### src/hdl/round_robin_task_scheduler_macros.svh
// Assertion macros used by the round-robin task scheduler RTL.
`ifndef ROUND_ROBIN_TASK_SCHEDULER_MACROS_SVH
`define ROUND_ROBIN_TASK_SCHEDULER_MACROS_SVH

`ifndef NO_ASSERTIONS
`define RRTS_ASSERT_IMP(label, ck, rn, ante, cons) \
  label: assert property (@(posedge ck) disable iff (!rn) (ante) |-> (cons)) \
    else $error("rrts: same-cycle check failed");
`define RRTS_ASSERT_NXT(label, ck, rn, ante, cons) \
  label: assert property (@(posedge ck) disable iff (!rn) (ante) |=> (cons)) \
    else $error("rrts: next-cycle check failed");
`else
`define RRTS_ASSERT_IMP(label, ck, rn, ante, cons)
`define RRTS_ASSERT_NXT(label, ck, rn, ante, cons)
`endif

`endif

### src/hdl/rrts_pkg.sv
// Types and constants of the round-robin task scheduler.
`default_nettype none
package rrts_pkg;

  localparam int GEN_W      = 32;
  localparam int ID_W       = 64;
  localparam int SLICE_W    = 16;
  localparam int BASE_W     = 32;
  localparam int SIZE_W     = 21;
  localparam int CFG_W      = 32;
  localparam int USE_OUT_W  = 7;

  localparam logic [GEN_W-1:0] GEN_MAX       = 32'hFFFF_FFFF;
  localparam logic [GEN_W-1:0] GEN_BOOT      = 32'd1;
  localparam logic [GEN_W-1:0] GEN_FIRST     = 32'd2;

  localparam logic [SLICE_W-1:0] SLICE_RESET = 16'd5;
  localparam logic [BASE_W-1:0]  BASE_RESET  = 32'd0;
  localparam logic [SIZE_W-1:0]  SIZE_RESET  = 21'd8192;

  localparam logic [1:0] CMD_CREATE   = 2'd0;
  localparam logic [1:0] CMD_FREE     = 2'd1;
  localparam logic [1:0] CMD_TICK     = 2'd2;
  localparam logic [1:0] CMD_SCHEDULE = 2'd3;

  localparam logic [1:0] STATUS_DONE     = 2'd0;
  localparam logic [1:0] STATUS_REFUSED  = 2'd1;
  localparam logic [1:0] STATUS_BAD_FREE = 2'd2;

  localparam logic [1:0] CFG_TIME_SLICE = 2'd0;
  localparam logic [1:0] CFG_STACK_BASE = 2'd1;
  localparam logic [1:0] CFG_STACK_SIZE = 2'd2;

  typedef enum logic [3:0] {
    ST_CLEAR,
    ST_IDLE,
    ST_SCAN,
    ST_FREE_RD,
    ST_SCHED_RD,
    ST_SCHED_G1,
    ST_SCHED_G2,
    ST_ADDR,
    ST_DONE
  } sched_state_t;

  typedef struct packed {
    logic            done;
    logic [ID_W-1:0] addr;
  } stk_stat_t;

endpackage
`default_nettype wire

### src/hdl/rrts_ram.sv
// Generic simple dual-port RAM with one write port and a registered read port.
`default_nettype none
module rrts_ram #(
  parameter int WIDTH = 32,
  parameter int DEPTH = 64
) (
  input  wire logic                     clk,
  input  wire logic                     we,
  input  wire logic [$clog2(DEPTH)-1:0] waddr,
  input  wire logic [WIDTH-1:0]         wdata,
  input  wire logic [$clog2(DEPTH)-1:0] raddr,
  output logic      [WIDTH-1:0]         rdata
);

  logic [WIDTH-1:0] mem [DEPTH];
  logic [WIDTH-1:0] rdata_r;

  always_ff @(posedge clk) begin
    if (we) begin
      mem[waddr] <= wdata;
    end
    rdata_r <= mem[raddr];
  end

  assign rdata = rdata_r;

endmodule
`default_nettype wire

### src/hdl/rrts_stack_unit.sv
// Two-stage stack address unit: multiply slot by stack size, then add the base.
`default_nettype none
module rrts_stack_unit
  import rrts_pkg::*;
#(
  parameter int SW = 6
) (
  input  wire logic              clk,
  input  wire logic              rst_n,
  input  wire logic              start,
  input  wire logic [SW-1:0]     slot,
  input  wire logic [BASE_W-1:0] base,
  input  wire logic [SIZE_W-1:0] size,
  output stk_stat_t              stat
);

  localparam int PW = SIZE_W + SW;

  logic          prod_vld_r;
  logic          done_r;
  logic [PW-1:0] prod_r;
  logic [ID_W-1:0] addr_r;

  always_ff @(posedge clk) begin
    if (!rst_n) begin
      prod_vld_r <= 1'b0;
      done_r     <= 1'b0;
    end else begin
      prod_vld_r <= start;
      done_r     <= prod_vld_r;
    end
  end

  always_ff @(posedge clk) begin
    if (start) begin
      prod_r <= PW'(size) * PW'(slot);
    end
    if (prod_vld_r) begin
      addr_r <= ID_W'(base) + ID_W'(prod_r);
    end
  end

  assign stat.done = done_r;
  assign stat.addr = addr_r;

endmodule
`default_nettype wire

### src/hdl/round_robin_task_scheduler.sv
// Round-robin task scheduler: slot pool, ready queue, time slice and control sequencer.
`default_nettype none
`include "round_robin_task_scheduler_macros.svh"
// After reset the block clears the generation memory (slot 0 is the boot
// task) and takes no word until that is done. Each word then runs alone
// through a small sequencer built around the generation memory's single read
// port: a tick, or a refused create or switch, goes straight to the result, a
// free reads the slot's generation first (unless the index lies past the pool),
// a switch reads the queue, then makes two generation reads, and a create finds
// the lowest free slot by reading the generation memory one entry per cycle,
// then waits for the stack address. The result sits in an output register, so
// the next word is taken while it waits.
module round_robin_task_scheduler
  import rrts_pkg::*;
#(
  parameter int SLOTS = 64
) (
  input  wire logic              clk,
  input  wire logic              rst_n,
  input  wire logic              in_valid,
  output logic                   in_ready,
  input  wire logic [1:0]        in_cmd,
  input  wire logic [ID_W-1:0]   in_task_id,
  output logic                   out_valid,
  input  wire logic              out_ready,
  output logic [1:0]             out_status,
  output logic [ID_W-1:0]        out_result_id,
  output logic [ID_W-1:0]        out_previous_id,
  output logic [ID_W-1:0]        out_stack_address,
  output logic                   out_slice_expired,
  output logic [USE_OUT_W-1:0]   out_slots_in_use,
  input  wire logic              cfg_we,
  input  wire logic [1:0]        cfg_index,
  input  wire logic [CFG_W-1:0]  cfg_wdata
);

  localparam int SW = $clog2(SLOTS);
  localparam int CW = $clog2(SLOTS + 1);
  localparam int TW = CW + 1;
  localparam logic [SW-1:0] LAST_SLOT = SW'(SLOTS - 1);

  sched_state_t state_r, state_nxt;

  logic [SLICE_W-1:0] time_slice_r;
  logic [BASE_W-1:0]  stack_base_r;
  logic [SIZE_W-1:0]  stack_size_r;

  logic [GEN_W-1:0]   next_gen_r, next_gen_nxt;
  logic [CW-1:0]      used_r, used_nxt;
  logic [SW-1:0]      head_r, head_nxt;
  logic [CW-1:0]      rcount_r, rcount_nxt;
  logic [SW-1:0]      running_r, running_nxt;
  logic [SLICE_W-1:0] slice_r, slice_nxt;
  logic [SW-1:0]      clr_idx_r, clr_idx_nxt;
  logic [SW-1:0]      scan_idx_r, scan_idx_nxt;
  logic [SW-1:0]      chk_idx_r, chk_idx_nxt;
  logic               chk_vld_r, chk_vld_nxt;
  logic               out_valid_r, out_valid_nxt;

  // Working result and operands, no reset needed.
  logic [SW-1:0]      free_idx_r, free_idx_nxt;
  logic [SW-1:0]      prev_slot_r, prev_slot_nxt;
  logic [1:0]         res_status_r, res_status_nxt;
  logic [ID_W-1:0]    res_rid_r, res_rid_nxt;
  logic [ID_W-1:0]    res_pid_r, res_pid_nxt;
  logic [ID_W-1:0]    res_addr_r, res_addr_nxt;
  logic               out_load;
  logic [1:0]         out_status_r;
  logic [ID_W-1:0]    out_rid_r, out_pid_r, out_addr_r;
  logic               out_exp_r;
  logic [USE_OUT_W-1:0] out_use_r;

  logic               gen_we;
  logic [SW-1:0]      gen_waddr, gen_raddr;
  logic [GEN_W-1:0]   gen_wdata, gen_rdata;
  logic               fifo_we;
  logic [SW-1:0]      fifo_wdata, fifo_rdata;

  logic [TW-1:0]      tail_sum;
  logic [SW-1:0]      tail_idx;

  logic               stk_start;
  stk_stat_t          stk_stat;

  rrts_ram #(.WIDTH(GEN_W), .DEPTH(SLOTS)) u_gen_ram (
    .clk   (clk),
    .we    (gen_we),
    .waddr (gen_waddr),
    .wdata (gen_wdata),
    .raddr (gen_raddr),
    .rdata (gen_rdata)
  );

  rrts_ram #(.WIDTH(SW), .DEPTH(SLOTS)) u_fifo_ram (
    .clk   (clk),
    .we    (fifo_we),
    .waddr (tail_idx),
    .wdata (fifo_wdata),
    .raddr (head_r),
    .rdata (fifo_rdata)
  );

  rrts_stack_unit #(.SW(SW)) u_stack (
    .clk   (clk),
    .rst_n (rst_n),
    .start (stk_start),
    .slot  (chk_idx_r),
    .base  (stack_base_r),
    .size  (stack_size_r),
    .stat  (stk_stat)
  );

  // Queue tail is (head + count) mod SLOTS; the sum stays below twice SLOTS.
  assign tail_sum = TW'(head_r) + TW'(rcount_r);
  assign tail_idx = (tail_sum >= TW'(SLOTS)) ? SW'(tail_sum - TW'(SLOTS)) : SW'(tail_sum);

  always_comb begin
    case (state_r)
      ST_IDLE:     gen_raddr = in_task_id[SW-1:0];
      ST_SCAN:     gen_raddr = scan_idx_r;
      ST_SCHED_RD: gen_raddr = fifo_rdata;
      ST_SCHED_G1: gen_raddr = prev_slot_r;
      default:     gen_raddr = scan_idx_r;
    endcase
  end

  always_comb begin
    state_nxt      = state_r;
    next_gen_nxt   = next_gen_r;
    used_nxt       = used_r;
    head_nxt       = head_r;
    rcount_nxt     = rcount_r;
    running_nxt    = running_r;
    slice_nxt      = slice_r;
    clr_idx_nxt    = clr_idx_r;
    scan_idx_nxt   = scan_idx_r;
    chk_idx_nxt    = chk_idx_r;
    chk_vld_nxt    = chk_vld_r;
    free_idx_nxt   = free_idx_r;
    prev_slot_nxt  = prev_slot_r;
    res_status_nxt = res_status_r;
    res_rid_nxt    = res_rid_r;
    res_pid_nxt    = res_pid_r;
    res_addr_nxt   = res_addr_r;
    out_valid_nxt  = out_valid_r && !out_ready;
    out_load       = 1'b0;
    gen_we         = 1'b0;
    gen_waddr      = chk_idx_r;
    gen_wdata      = next_gen_r;
    fifo_we        = 1'b0;
    fifo_wdata     = chk_idx_r;
    stk_start      = 1'b0;

    case (state_r)
      ST_CLEAR: begin
        gen_we    = 1'b1;
        gen_waddr = clr_idx_r;
        gen_wdata = (clr_idx_r == '0) ? GEN_BOOT : '0;
        if (clr_idx_r == LAST_SLOT) begin
          state_nxt = ST_IDLE;
        end else begin
          clr_idx_nxt = clr_idx_r + 1'b1;
        end
      end
      ST_IDLE: begin
        if (in_valid) begin
          res_status_nxt = STATUS_DONE;
          res_rid_nxt    = '0;
          res_pid_nxt    = '0;
          res_addr_nxt   = '0;
          free_idx_nxt   = in_task_id[SW-1:0];
          case (in_cmd)
            CMD_CREATE: begin
              if (used_r < CW'(SLOTS)) begin
                scan_idx_nxt = '0;
                chk_vld_nxt  = 1'b0;
                state_nxt    = ST_SCAN;
              end else begin
                res_status_nxt = STATUS_REFUSED;
                state_nxt      = ST_DONE;
              end
            end
            CMD_FREE: begin
              // Only the low half of the id names the slot.
              if (in_task_id[GEN_W-1:0] >= GEN_W'(SLOTS)) begin
                res_status_nxt = STATUS_BAD_FREE;
                state_nxt      = ST_DONE;
              end else begin
                state_nxt = ST_FREE_RD;
              end
            end
            CMD_TICK: begin
              if (slice_r != '0) begin
                slice_nxt = slice_r - 1'b1;
              end
              state_nxt = ST_DONE;
            end
            CMD_SCHEDULE: begin
              if (rcount_r == '0) begin
                res_status_nxt = STATUS_REFUSED;
                state_nxt      = ST_DONE;
              end else begin
                state_nxt = ST_SCHED_RD;
              end
            end
            default: state_nxt = ST_DONE;
          endcase
        end
      end
      ST_SCAN: begin
        // Read data arrives in the cycle after its address; chk_idx_r tracks it.
        if (chk_vld_r && gen_rdata == '0) begin
          gen_we       = 1'b1;
          next_gen_nxt = (next_gen_r == GEN_MAX) ? GEN_BOOT : next_gen_r + 1'b1;
          used_nxt     = used_r + 1'b1;
          res_rid_nxt  = {next_gen_r, GEN_W'(chk_idx_r)};
          if (rcount_r < CW'(SLOTS)) begin
            fifo_we    = 1'b1;
            rcount_nxt = rcount_r + 1'b1;
          end
          stk_start = 1'b1;
          state_nxt = ST_ADDR;
        end else if (chk_vld_r && chk_idx_r == LAST_SLOT) begin
          res_status_nxt = STATUS_REFUSED;
          state_nxt      = ST_DONE;
        end else begin
          chk_idx_nxt = scan_idx_r;
          chk_vld_nxt = 1'b1;
          if (scan_idx_r != LAST_SLOT) begin
            scan_idx_nxt = scan_idx_r + 1'b1;
          end
        end
      end
      ST_FREE_RD: begin
        if (gen_rdata == '0) begin
          res_status_nxt = STATUS_BAD_FREE;
        end else begin
          gen_we    = 1'b1;
          gen_waddr = free_idx_r;
          gen_wdata = '0;
          if (used_r != '0) begin
            used_nxt = used_r - 1'b1;
          end
        end
        state_nxt = ST_DONE;
      end
      ST_SCHED_RD: begin
        // Pop the head and push the running slot: the count does not change.
        fifo_we       = 1'b1;
        fifo_wdata    = running_r;
        prev_slot_nxt = running_r;
        running_nxt   = fifo_rdata;
        head_nxt      = (head_r == LAST_SLOT) ? '0 : head_r + 1'b1;
        slice_nxt     = time_slice_r;
        state_nxt     = ST_SCHED_G1;
      end
      ST_SCHED_G1: begin
        res_rid_nxt = {gen_rdata, GEN_W'(running_r)};
        state_nxt   = ST_SCHED_G2;
      end
      ST_SCHED_G2: begin
        res_pid_nxt = {gen_rdata, GEN_W'(prev_slot_r)};
        state_nxt   = ST_DONE;
      end
      ST_ADDR: begin
        if (stk_stat.done) begin
          res_addr_nxt = stk_stat.addr;
          state_nxt    = ST_DONE;
        end
      end
      ST_DONE: begin
        if (!out_valid_r || out_ready) begin
          out_load      = 1'b1;
          out_valid_nxt = 1'b1;
          state_nxt     = ST_IDLE;
        end
      end
      default: state_nxt = ST_IDLE;
    endcase
  end

  always_ff @(posedge clk) begin
    if (!rst_n) begin
      state_r     <= ST_CLEAR;
      next_gen_r  <= GEN_FIRST;
      used_r      <= CW'(1);
      head_r      <= '0;
      rcount_r    <= '0;
      running_r   <= '0;
      slice_r     <= '0;
      clr_idx_r   <= '0;
      scan_idx_r  <= '0;
      chk_idx_r   <= '0;
      chk_vld_r   <= 1'b0;
      out_valid_r <= 1'b0;
    end else begin
      state_r     <= state_nxt;
      next_gen_r  <= next_gen_nxt;
      used_r      <= used_nxt;
      head_r      <= head_nxt;
      rcount_r    <= rcount_nxt;
      running_r   <= running_nxt;
      slice_r     <= slice_nxt;
      clr_idx_r   <= clr_idx_nxt;
      scan_idx_r  <= scan_idx_nxt;
      chk_idx_r   <= chk_idx_nxt;
      chk_vld_r   <= chk_vld_nxt;
      out_valid_r <= out_valid_nxt;
    end
  end

  always_ff @(posedge clk) begin
    if (!rst_n) begin
      time_slice_r <= SLICE_RESET;
      stack_base_r <= BASE_RESET;
      stack_size_r <= SIZE_RESET;
    end else if (cfg_we) begin
      case (cfg_index)
        CFG_TIME_SLICE: time_slice_r <= cfg_wdata[SLICE_W-1:0];
        CFG_STACK_BASE: stack_base_r <= cfg_wdata[BASE_W-1:0];
        CFG_STACK_SIZE: stack_size_r <= cfg_wdata[SIZE_W-1:0];
        default: ;
      endcase
    end
  end

  always_ff @(posedge clk) begin
    free_idx_r   <= free_idx_nxt;
    prev_slot_r  <= prev_slot_nxt;
    res_status_r <= res_status_nxt;
    res_rid_r    <= res_rid_nxt;
    res_pid_r    <= res_pid_nxt;
    res_addr_r   <= res_addr_nxt;
    if (out_load) begin
      out_status_r <= res_status_r;
      out_rid_r    <= res_rid_r;
      out_pid_r    <= res_pid_r;
      out_addr_r   <= res_addr_r;
      out_exp_r    <= (slice_r == '0);
      out_use_r    <= USE_OUT_W'(used_r);
    end
  end

  assign in_ready          = (state_r == ST_IDLE);
  assign out_valid         = out_valid_r;
  assign out_status        = out_status_r;
  assign out_result_id     = out_rid_r;
  assign out_previous_id   = out_pid_r;
  assign out_stack_address = out_addr_r;
  assign out_slice_expired = out_exp_r;
  assign out_slots_in_use  = out_use_r;

  `RRTS_ASSERT_NXT(a_accept_leaves_idle, clk, rst_n, in_valid && in_ready, state_r != ST_IDLE)
  `RRTS_ASSERT_IMP(a_gen_nonzero, clk, rst_n, 1'b1, next_gen_r != '0)
  `RRTS_ASSERT_IMP(a_queue_bound, clk, rst_n, 1'b1, rcount_r <= CW'(SLOTS))
  `RRTS_ASSERT_IMP(a_used_bound, clk, rst_n, 1'b1, used_r <= CW'(SLOTS))
  `RRTS_ASSERT_IMP(a_stack_in_addr, clk, rst_n, stk_stat.done, state_r == ST_ADDR)

endmodule
`default_nettype wire

### config.mk
export PLATFORM = sky130hd
export DESIGN_NAME = round_robin_task_scheduler
export DESIGN_NICKNAME = d
export VERILOG_FILES = /design/src/hdl/rrts_pkg.sv /design/src/hdl/rrts_ram.sv /design/src/hdl/rrts_stack_unit.sv /design/src/hdl/round_robin_task_scheduler.sv
export VERILOG_INCLUDE_DIRS = /design/src /design/src/hdl
export SDC_FILE = /design/constraint.sdc
export NUM_CORES = 2
export LEC_CHECK = 0
export ABC_AREA = 1
export BUFFER_PORTS_ARGS = -buffer_cell sky130_fd_sc_hd__buf_4
export CAP_MARGIN = 15
export CORE_MARGIN = 1.5
export CORE_UTILIZATION = 50
export CTS_BUF_LIST = sky130_fd_sc_hd__clkbuf_2
export DETAILED_ROUTE_END_ITERATION = 12
export PLACE_DENSITY_LB_ADDON = 0.15
export SYNTH_ARGS = -nofsm -noshare
export SYNTH_HDL_FRONTEND = slang
export SYNTH_SLANG_ARGS = --single-unit
### constraint.sdc
create_clock -name clk -period 9.09 [get_ports clk]
set_clock_uncertainty 0.2 [all_clocks]
set_input_delay 1.3635 -clock clk [delete_from_list [all_inputs] [get_ports clk]]
set_output_delay 1.3635 -clock clk [all_outputs]
set_load 0.05 [all_outputs]
* Word level (Yosys, flattened, before mapping)
Memories as Yosys holds them, arrays and structs flattened. A register that Yosys moved wholly into a read port is not among the register bits.
Index checks and enable logic that the tools add are counted.
W data, S select, Z words.
** Word-level totals
- Register bits :: 668
- RAM bits :: 2432
- Input bits :: 105
- Memories :: 2
** Operators by class
- Add/subtract/negate cells :: 11
- Multiply operators :: 1
- Magnitude comparators :: 4
- Equal/unequal tests :: 35
- Muxes and demuxes :: 72
- Bitwise gates (word level) :: 3
- Reduce and logical (&&, ||, !) cells :: 40
** Memories
- u_gen_ram.mem :: words 64, bits a word 32, read ports 1, clocked after memory_dff 1, wr ports 1, line rrts_ram.sv:15 : logic [WIDTH-1:0] mem [DEPTH];
- u_fifo_ram.mem :: words 64, bits a word 6, read ports 1, clocked after memory_dff 1, wr ports 1, line rrts_ram.sv:15
** Operators with widths (number)
- $pmux W64 S2 :: 2
- $mux W64 :: 3
- $pmux W64 S3 :: 1
- $mux W32 :: 2
- $pmux W32 S2 :: 1
- $mux W6 :: 10
- $mux W16 :: 3
- $mux W4 :: 9
- $add A32 B27 Y33 :: 1
- $add A32 B1 Y32 const B :: 1
- $eq A32 B32 Y1 const B :: 1
- $ge A32 B7 Y1 const B :: 1
- $logic_not A32 Y1 :: 1
- $pmux W16 S2 :: 1
- $pmux W4 S8 :: 1
- $mul A21 B6 Y27 :: 1
- $pmux W6 S2 :: 2
- $ne A2 B2 Y1 const B :: 11
- $mux W1 :: 21
- $mux W7 :: 3
- $add A6 B1 Y6 const B :: 3
- $eq A6 B6 Y1 const B :: 3
- $pmux W6 S3 :: 1
- $eq A4 B3 Y1 const B :: 4
- other kinds (41) :: 79

* Logic depth before layout (Yosys ltp)
- Depth in word-level cells :: 6
- Depth in mapped cells :: 19
- Mapped depth without buffers :: 17

* Modules after synthesis
Synthesis repeated with hierarchy kept, for this count alone.
** Second synthesis, totals
- Cells, all modules :: 11497
- Area total of the unflattened synthesis :: 127277.1 sq um
** Modules (own cells, without submodules)
- rrts_ram at u_gen_ram :: times used 1, cells each 6769, area each 82738.1 sq um
- round_robin_task_scheduler :: times used 1, cells each 2012, area each 19723.9 sq um
- rrts_ram at u_fifo_ram :: times used 1, cells each 1393, area each 15942.8 sq um
- rrts_stack_unit :: times used 1, cells each 1323, area each 8872.3 sq um

* Least setup slack after synthesis
Ideal clock, no wire load.
- Path type :: in2reg
- Start point :: input port out_ready
- End point :: register out_pid_r[0] (netlist: out_previous_id[0]) (enable)
- Setup time :: 0.637 ns
- Data arrival time :: 7.174 ns
- Required time :: 8.253 ns
- Slack :: 1.078 ns
- Stages :: 2
- Cells stage by stage :: inv_1 a21oi_1
** Between the ends
- Longest elaborated chain between the ends :: 3
** RTL lines
- from (decl) :: line round_robin_task_scheduler.sv:25 : input wire logic out_ready,
- $logic_or A1 B1 Y1 :: line round_robin_task_scheduler.sv:272 : if (!out_valid_r || out_ready) begin
- $mux W1 :: line round_robin_task_scheduler.sv:272
- $mux W1 :: line round_robin_task_scheduler.sv:154 : case (state_r)
- net out_load :: line round_robin_task_scheduler.sv:67 : logic out_load;
- to (signal assigned) :: line round_robin_task_scheduler.sv:337 : out_pid_r <= res_pid_r;
- to (decl) :: line round_robin_task_scheduler.sv:69 : logic [ID_W-1:0] out_rid_r, out_pid_r, out_addr_r;
The timed path passes the listed nets, and every way through them passes these cells.
A chain may end at the register's enable or synchronous reset.

* Worst setup path in the final report
- Start point :: register state_r[2]
- End point :: register u_gen_ram.rdata_r[7] (netlist: u_gen_ram.rdata[7]), read port of u_gen_ram.mem
** Between the ends
- Longest elaborated chain between the ends :: 2
- Elaborated cells between the ends (all ways) :: 4
** RTL lines
- from (decl) :: line round_robin_task_scheduler.sv:42 : sched_state_t state_r, state_nxt;
- from (signal assigned) :: line round_robin_task_scheduler.sv:297 : state_r <= state_nxt;
- $eq A4 B3 Y1 / $eq A4 B1 Y1 (equally long branches) :: line round_robin_task_scheduler.sv:118 : case (state_r)
- $pmux W6 S3 * :: line round_robin_task_scheduler.sv:118
- to (decl) :: line rrts_ram.sv:16 : logic [WIDTH-1:0] rdata_r;
Every way passes the cells marked *; elsewhere a longest branch is shown, timed or not.

==> flow_summary.ini <==
[status]
status = completed

[grt]
globalRoute.busiestLayer = met2
grt_first_pass_wirelength_mm = 543
groute.layer.met3.usage_pct = 4.64
grt-ovfl-total = 0
grt_util_met1_pct = 36.4
met2_usage_pct = 43.2
grtUsageTotal_pct = 27.2
largest_net_degree_at_the_start_of_global_routing = 173
number_of_antenna_violations_at_the_first_check_in_global_routing = 18
via_count_of_the_first_global_routing_pass = 88900

[clock_network]
cts.sinks = 2941
ctsRootBufferMaster = sky130_fd_sc_hd__clkbuf_2
worstSkewPairLatency_ns = 1.91
path_clk_slew_ns = 0.13
cts_max_level = 6
numCtsBuffers = 735
tritoncts = done
cts_buffer_depth = 4

[floorplan]
rows = 187
io_pins = 309
die-area_mm2 = 0.264
die_span_in_y_um = 514
core_mm2 = 0.260
initial_utilization_pct = 50.3
floorplan.die.width_um = 514

[power]
switchingPower_w = 0.00963
pwr-share-comb_pct = 18.6
internal-power_w = 0.0201
power.density_cell_area_mw_per_mm2 = 207
sequential_power_share_pct = 51.3
ir_worst_vdd_mv = 0.148
clock_power_share_pct = 30.1
report.power.total_w = 0.0297
swShare_pct = 32.4
leakagePower_nw = 58.0

[sta]
post-route-period-util_pct = 65.0
fin_worst_hold_slack_ns = 0.115
timing.final.crit_period_ns = 5.91
timing.slew.headroom_pct = 24.9
setup_violations = 0
timing_max_transition_violations_final = 0
hold_violations = 0
maxClockFrequency_ghz = 0.169
rsz0062_at_grt = false
worst-slew-pin-transition_ns = 1.13
timing.setup.tns_ns = 0

[logic_synthesis]
netlist_instances = 12000
asyncSetResetFlopFracSynth_pct = 0
synth_top_family_by_area = simple AND/OR/NAND/NOR gates
synth_area_per_cell_um2 = 10.9
synthSimpleGateAreaFrac_pct = 20.8
post_synth_edffs = 2734
yosys_register_bits = 2941
synth_compound_gate_area_share_pct = 3.14
yosys.area_share.adder_pct = 1.99
netlist_area_mm2 = 0.131
synth_xor_area_share_pct = 0.516
synth_cell_type_count = 52
yosysSeqAreaShare_pct = 66.0
synthesis.yosys.warnings = 0
yosys-mux-area-fraction_pct = 0
synth-main-ff-cell = sky130_fd_sc_hd__edfxtp_1

[setup_path]
worstSetupPathType = register to register
crit_fanout = 154
crit_required_ns = 10.52
worst_path_largest_cell_delay_ns = 0.89
crit_start = state_r[2]$_SDFFE_PN0P_
worstPathCellList = inv_1 > nor2_2 > nand2_2 > buf_4 > nand2_4 > inv_2 > nand2_8 > buf_12 > buf_4 > nand3_1 > nand3_1 > nand3_1 > nand3_1 > nand3_1 > nand3_1 > nand2_1
critPathMostFrequentCell = sky130_fd_sc_hd__nand3_1
rr_startpoint = state_r[2]$_SDFFE_PN0P_
critical_path_end_type = register
crit_path_start_kind = register
timing.critical_path.slowest_stage_cell = sky130_fd_sc_hd__buf_4
critical_path_arrival_ns = 7.33

[layout]
fin_nets = 12700
layout_commonest_cell = sky130_fd_sc_hd__edfxtp_1
area_growth_syn_to_layout_pct = 9.51
final_non_filler_cell_area_mm2 = 0.143
layout_common_cells = 2734 x sky130_fd_sc_hd__edfxtp_1, 2294 x sky130_fd_sc_hd__nand3_1, 1760 x sky130_fd_sc_hd__nand2_1, 1617 x sky130_fd_sc_hd__inv_1, 1080 x sky130_fd_sc_hd__clkbuf_2
end_of_flow_core_utilization_pct = 55.1
multi_input_area_mm2 = 0.0357
n_fill_cell = 22400
regArea_mm2 = 0.0862
layout-drive-gt1-share_pct = 12.9

[routing]
wl_cell_um = 22.4
detailedRoute.firstIterationViolations = 9313
num_vias = 91600
drtAntennaViolNets = 0
drc_errors = 0
detail_route.wirelength_mm = 367
detail_route.vias_per_cell = 5.58
drt-pass1-iter-count = 6

[placement]
finalWeightedCongestion = 0.874
numPortBuffers = 193
hpwlAfterDp_mm = 194
placed_cell_area_mm2 = 0.136

[hold_path]
min_from = res_addr_r[26]$_SDFFCE_PN0P_
holdCritPathClass = register to register

[run]
maxCapViolations = 0
==> stage by stage <==
step / cells / setup slack [ns]
after global placement: 15000 / 3.30
after floorplan: 12000 / 1.08
final: 16400 / 3.18
after detailed placement: 15000 / 3.29
after global routing: 16400 / 2.96
after CTS: 16400 / 3.35
==> final timing paths <==
kind / cells after the start / to / slack [ns]
worst min register to register: 0 / out_stack_address[26]$_DFFE_PP_ / 0.12
worst max register to register: 16 / u_gen_ram.rdata[7]$_DFF_P_ / 3.18
worst max-delay path: 16 / u_gen_ram.rdata[7]$_DFF_P_ / 3.18
worst min-delay path: 0 / out_stack_address[26]$_DFFE_PP_ / 0.12
==> state kept, by name, summed over array words and instances, names as in the netlist, 33 cells and up <==
register	count
out_previous_id	38
out_result_id	38
out_stack_address	33
res_addr_r	33
res_pid_r	38
res_rid_r	38
u_fifo_ram.mem	384
u_gen_ram.mem	2048
u_stack.addr_r	33
==> cell usage after synthesis, types with 2 or more instances <==
master / count / area, µm²
sky130_fd_sc_hd__a211oi_1: 8 / 60.1
sky130_fd_sc_hd__a21boi_0: 6 / 45.0
sky130_fd_sc_hd__a21o_1: 10 / 75.1
sky130_fd_sc_hd__a21oi_1: 177 / 886
sky130_fd_sc_hd__a31oi_1: 11 / 68.8
sky130_fd_sc_hd__and2_1: 2 / 12.5
sky130_fd_sc_hd__buf_1: 40 / 150
sky130_fd_sc_hd__buf_2: 323 / 1620
sky130_fd_sc_hd__buf_4: 94 / 706
sky130_fd_sc_hd__clkbuf_1: 339 / 1270
sky130_fd_sc_hd__clkinv_1: 4 / 15.0
sky130_fd_sc_hd__dfxtp_1: 207 / 4140
sky130_fd_sc_hd__edfxtp_1: 2734 / 82100
sky130_fd_sc_hd__fa_1: 80 / 1600
sky130_fd_sc_hd__ha_1: 80 / 1000
sky130_fd_sc_hd__inv_1: 1623 / 6090
sky130_fd_sc_hd__inv_2: 7 / 26.3
sky130_fd_sc_hd__nand2_1: 1762 / 6610
sky130_fd_sc_hd__nand2_2: 3 / 18.8
sky130_fd_sc_hd__nand2_4: 2 / 22.5
sky130_fd_sc_hd__nand3_1: 2295 / 11500
sky130_fd_sc_hd__nand3b_1: 759 / 5700
sky130_fd_sc_hd__nand4_1: 43 / 269
sky130_fd_sc_hd__nor2_1: 664 / 2490
sky130_fd_sc_hd__nor2_2: 5 / 31.3
sky130_fd_sc_hd__nor2_4: 2 / 22.5
sky130_fd_sc_hd__nor3_1: 50 / 250
sky130_fd_sc_hd__nor3b_1: 3 / 22.5
sky130_fd_sc_hd__nor4_1: 23 / 144
sky130_fd_sc_hd__o2111ai_1: 2 / 17.5
sky130_fd_sc_hd__o211ai_1: 20 / 150
sky130_fd_sc_hd__o21a_1: 9 / 67.6
sky130_fd_sc_hd__o21ai_0: 333 / 1670
sky130_fd_sc_hd__o21bai_1: 7 / 52.6
sky130_fd_sc_hd__o221ai_1: 37 / 324
sky130_fd_sc_hd__o22ai_1: 98 / 613
sky130_fd_sc_hd__o31ai_1: 2 / 15.0
sky130_fd_sc_hd__o41ai_1: 2 / 17.5
sky130_fd_sc_hd__or2_2: 7 / 43.8
sky130_fd_sc_hd__xnor2_1: 18 / 158
sky130_fd_sc_hd__xor2_1: 59 / 517
==> worst max-delay path, delay by kind of cell, from the launching register on <==
kind | cells | cell delay [ns]
AND/OR/NAND/NOR | 11 | 2.64
buffers and inverters | 5 | 2.00
flip-flops | 1 | 0.46
==> cell type report <==
cell class / instances / share of cell area, %
flip-flops and latches: 2941 / 60.3
multi-input cells: 6670 / 25.0
inverters: 1635 / 4.31
clock buffers: 1080 / 3.78
well taps: 3402 / 2.97
repair buffers: 475 / 2.79
clock inverters: 202 / 0.892
diodes: 9 / 0.0157
==> power by group through the flow <==
stage	sequential, W	clock [W]	combinational (W)
floorplan	0.0155	0	0.00357
global placement	0.0155	0	0.00535
detailed placement	0.0155	0	0.00543
CTS	0.0152	0.00916	0.00548
global route	0.0153	0.00981	0.00593
finish	0.0152	0.00893	0.00552
==> what timing repair did <==
action,4_1_cts,5_1_grt
buffers inserted,0,0
gates resized for setup,0,0
endpoints found under the hold margin,159,0
hold buffers,86,0
==> layer usage <==
metal  part of all wire [%]  up-vias  routed length, µm
met5                  0.020        -                 74
met4                    4.4       10              16300
met3                    8.2      732              30100
met2                     46     4057             170000
met1                     41    44500             151000
li1                       -    42300                  -
==> cells by family (layout without fill, tap and decap cells) <==
family                   count (synthesis)  after routing
AO/OA/AOI/OAI                          727            727
XOR/XNOR                                77             77
adder cells (fa/ha/maj)                160            160
buffers and inverters                 2432           3392
flip-flops                            2941           2941
other                                    1             92
AND/OR/NAND/NOR                       5623           5623
Note: power is estimated with default switching activity, not from simulation.
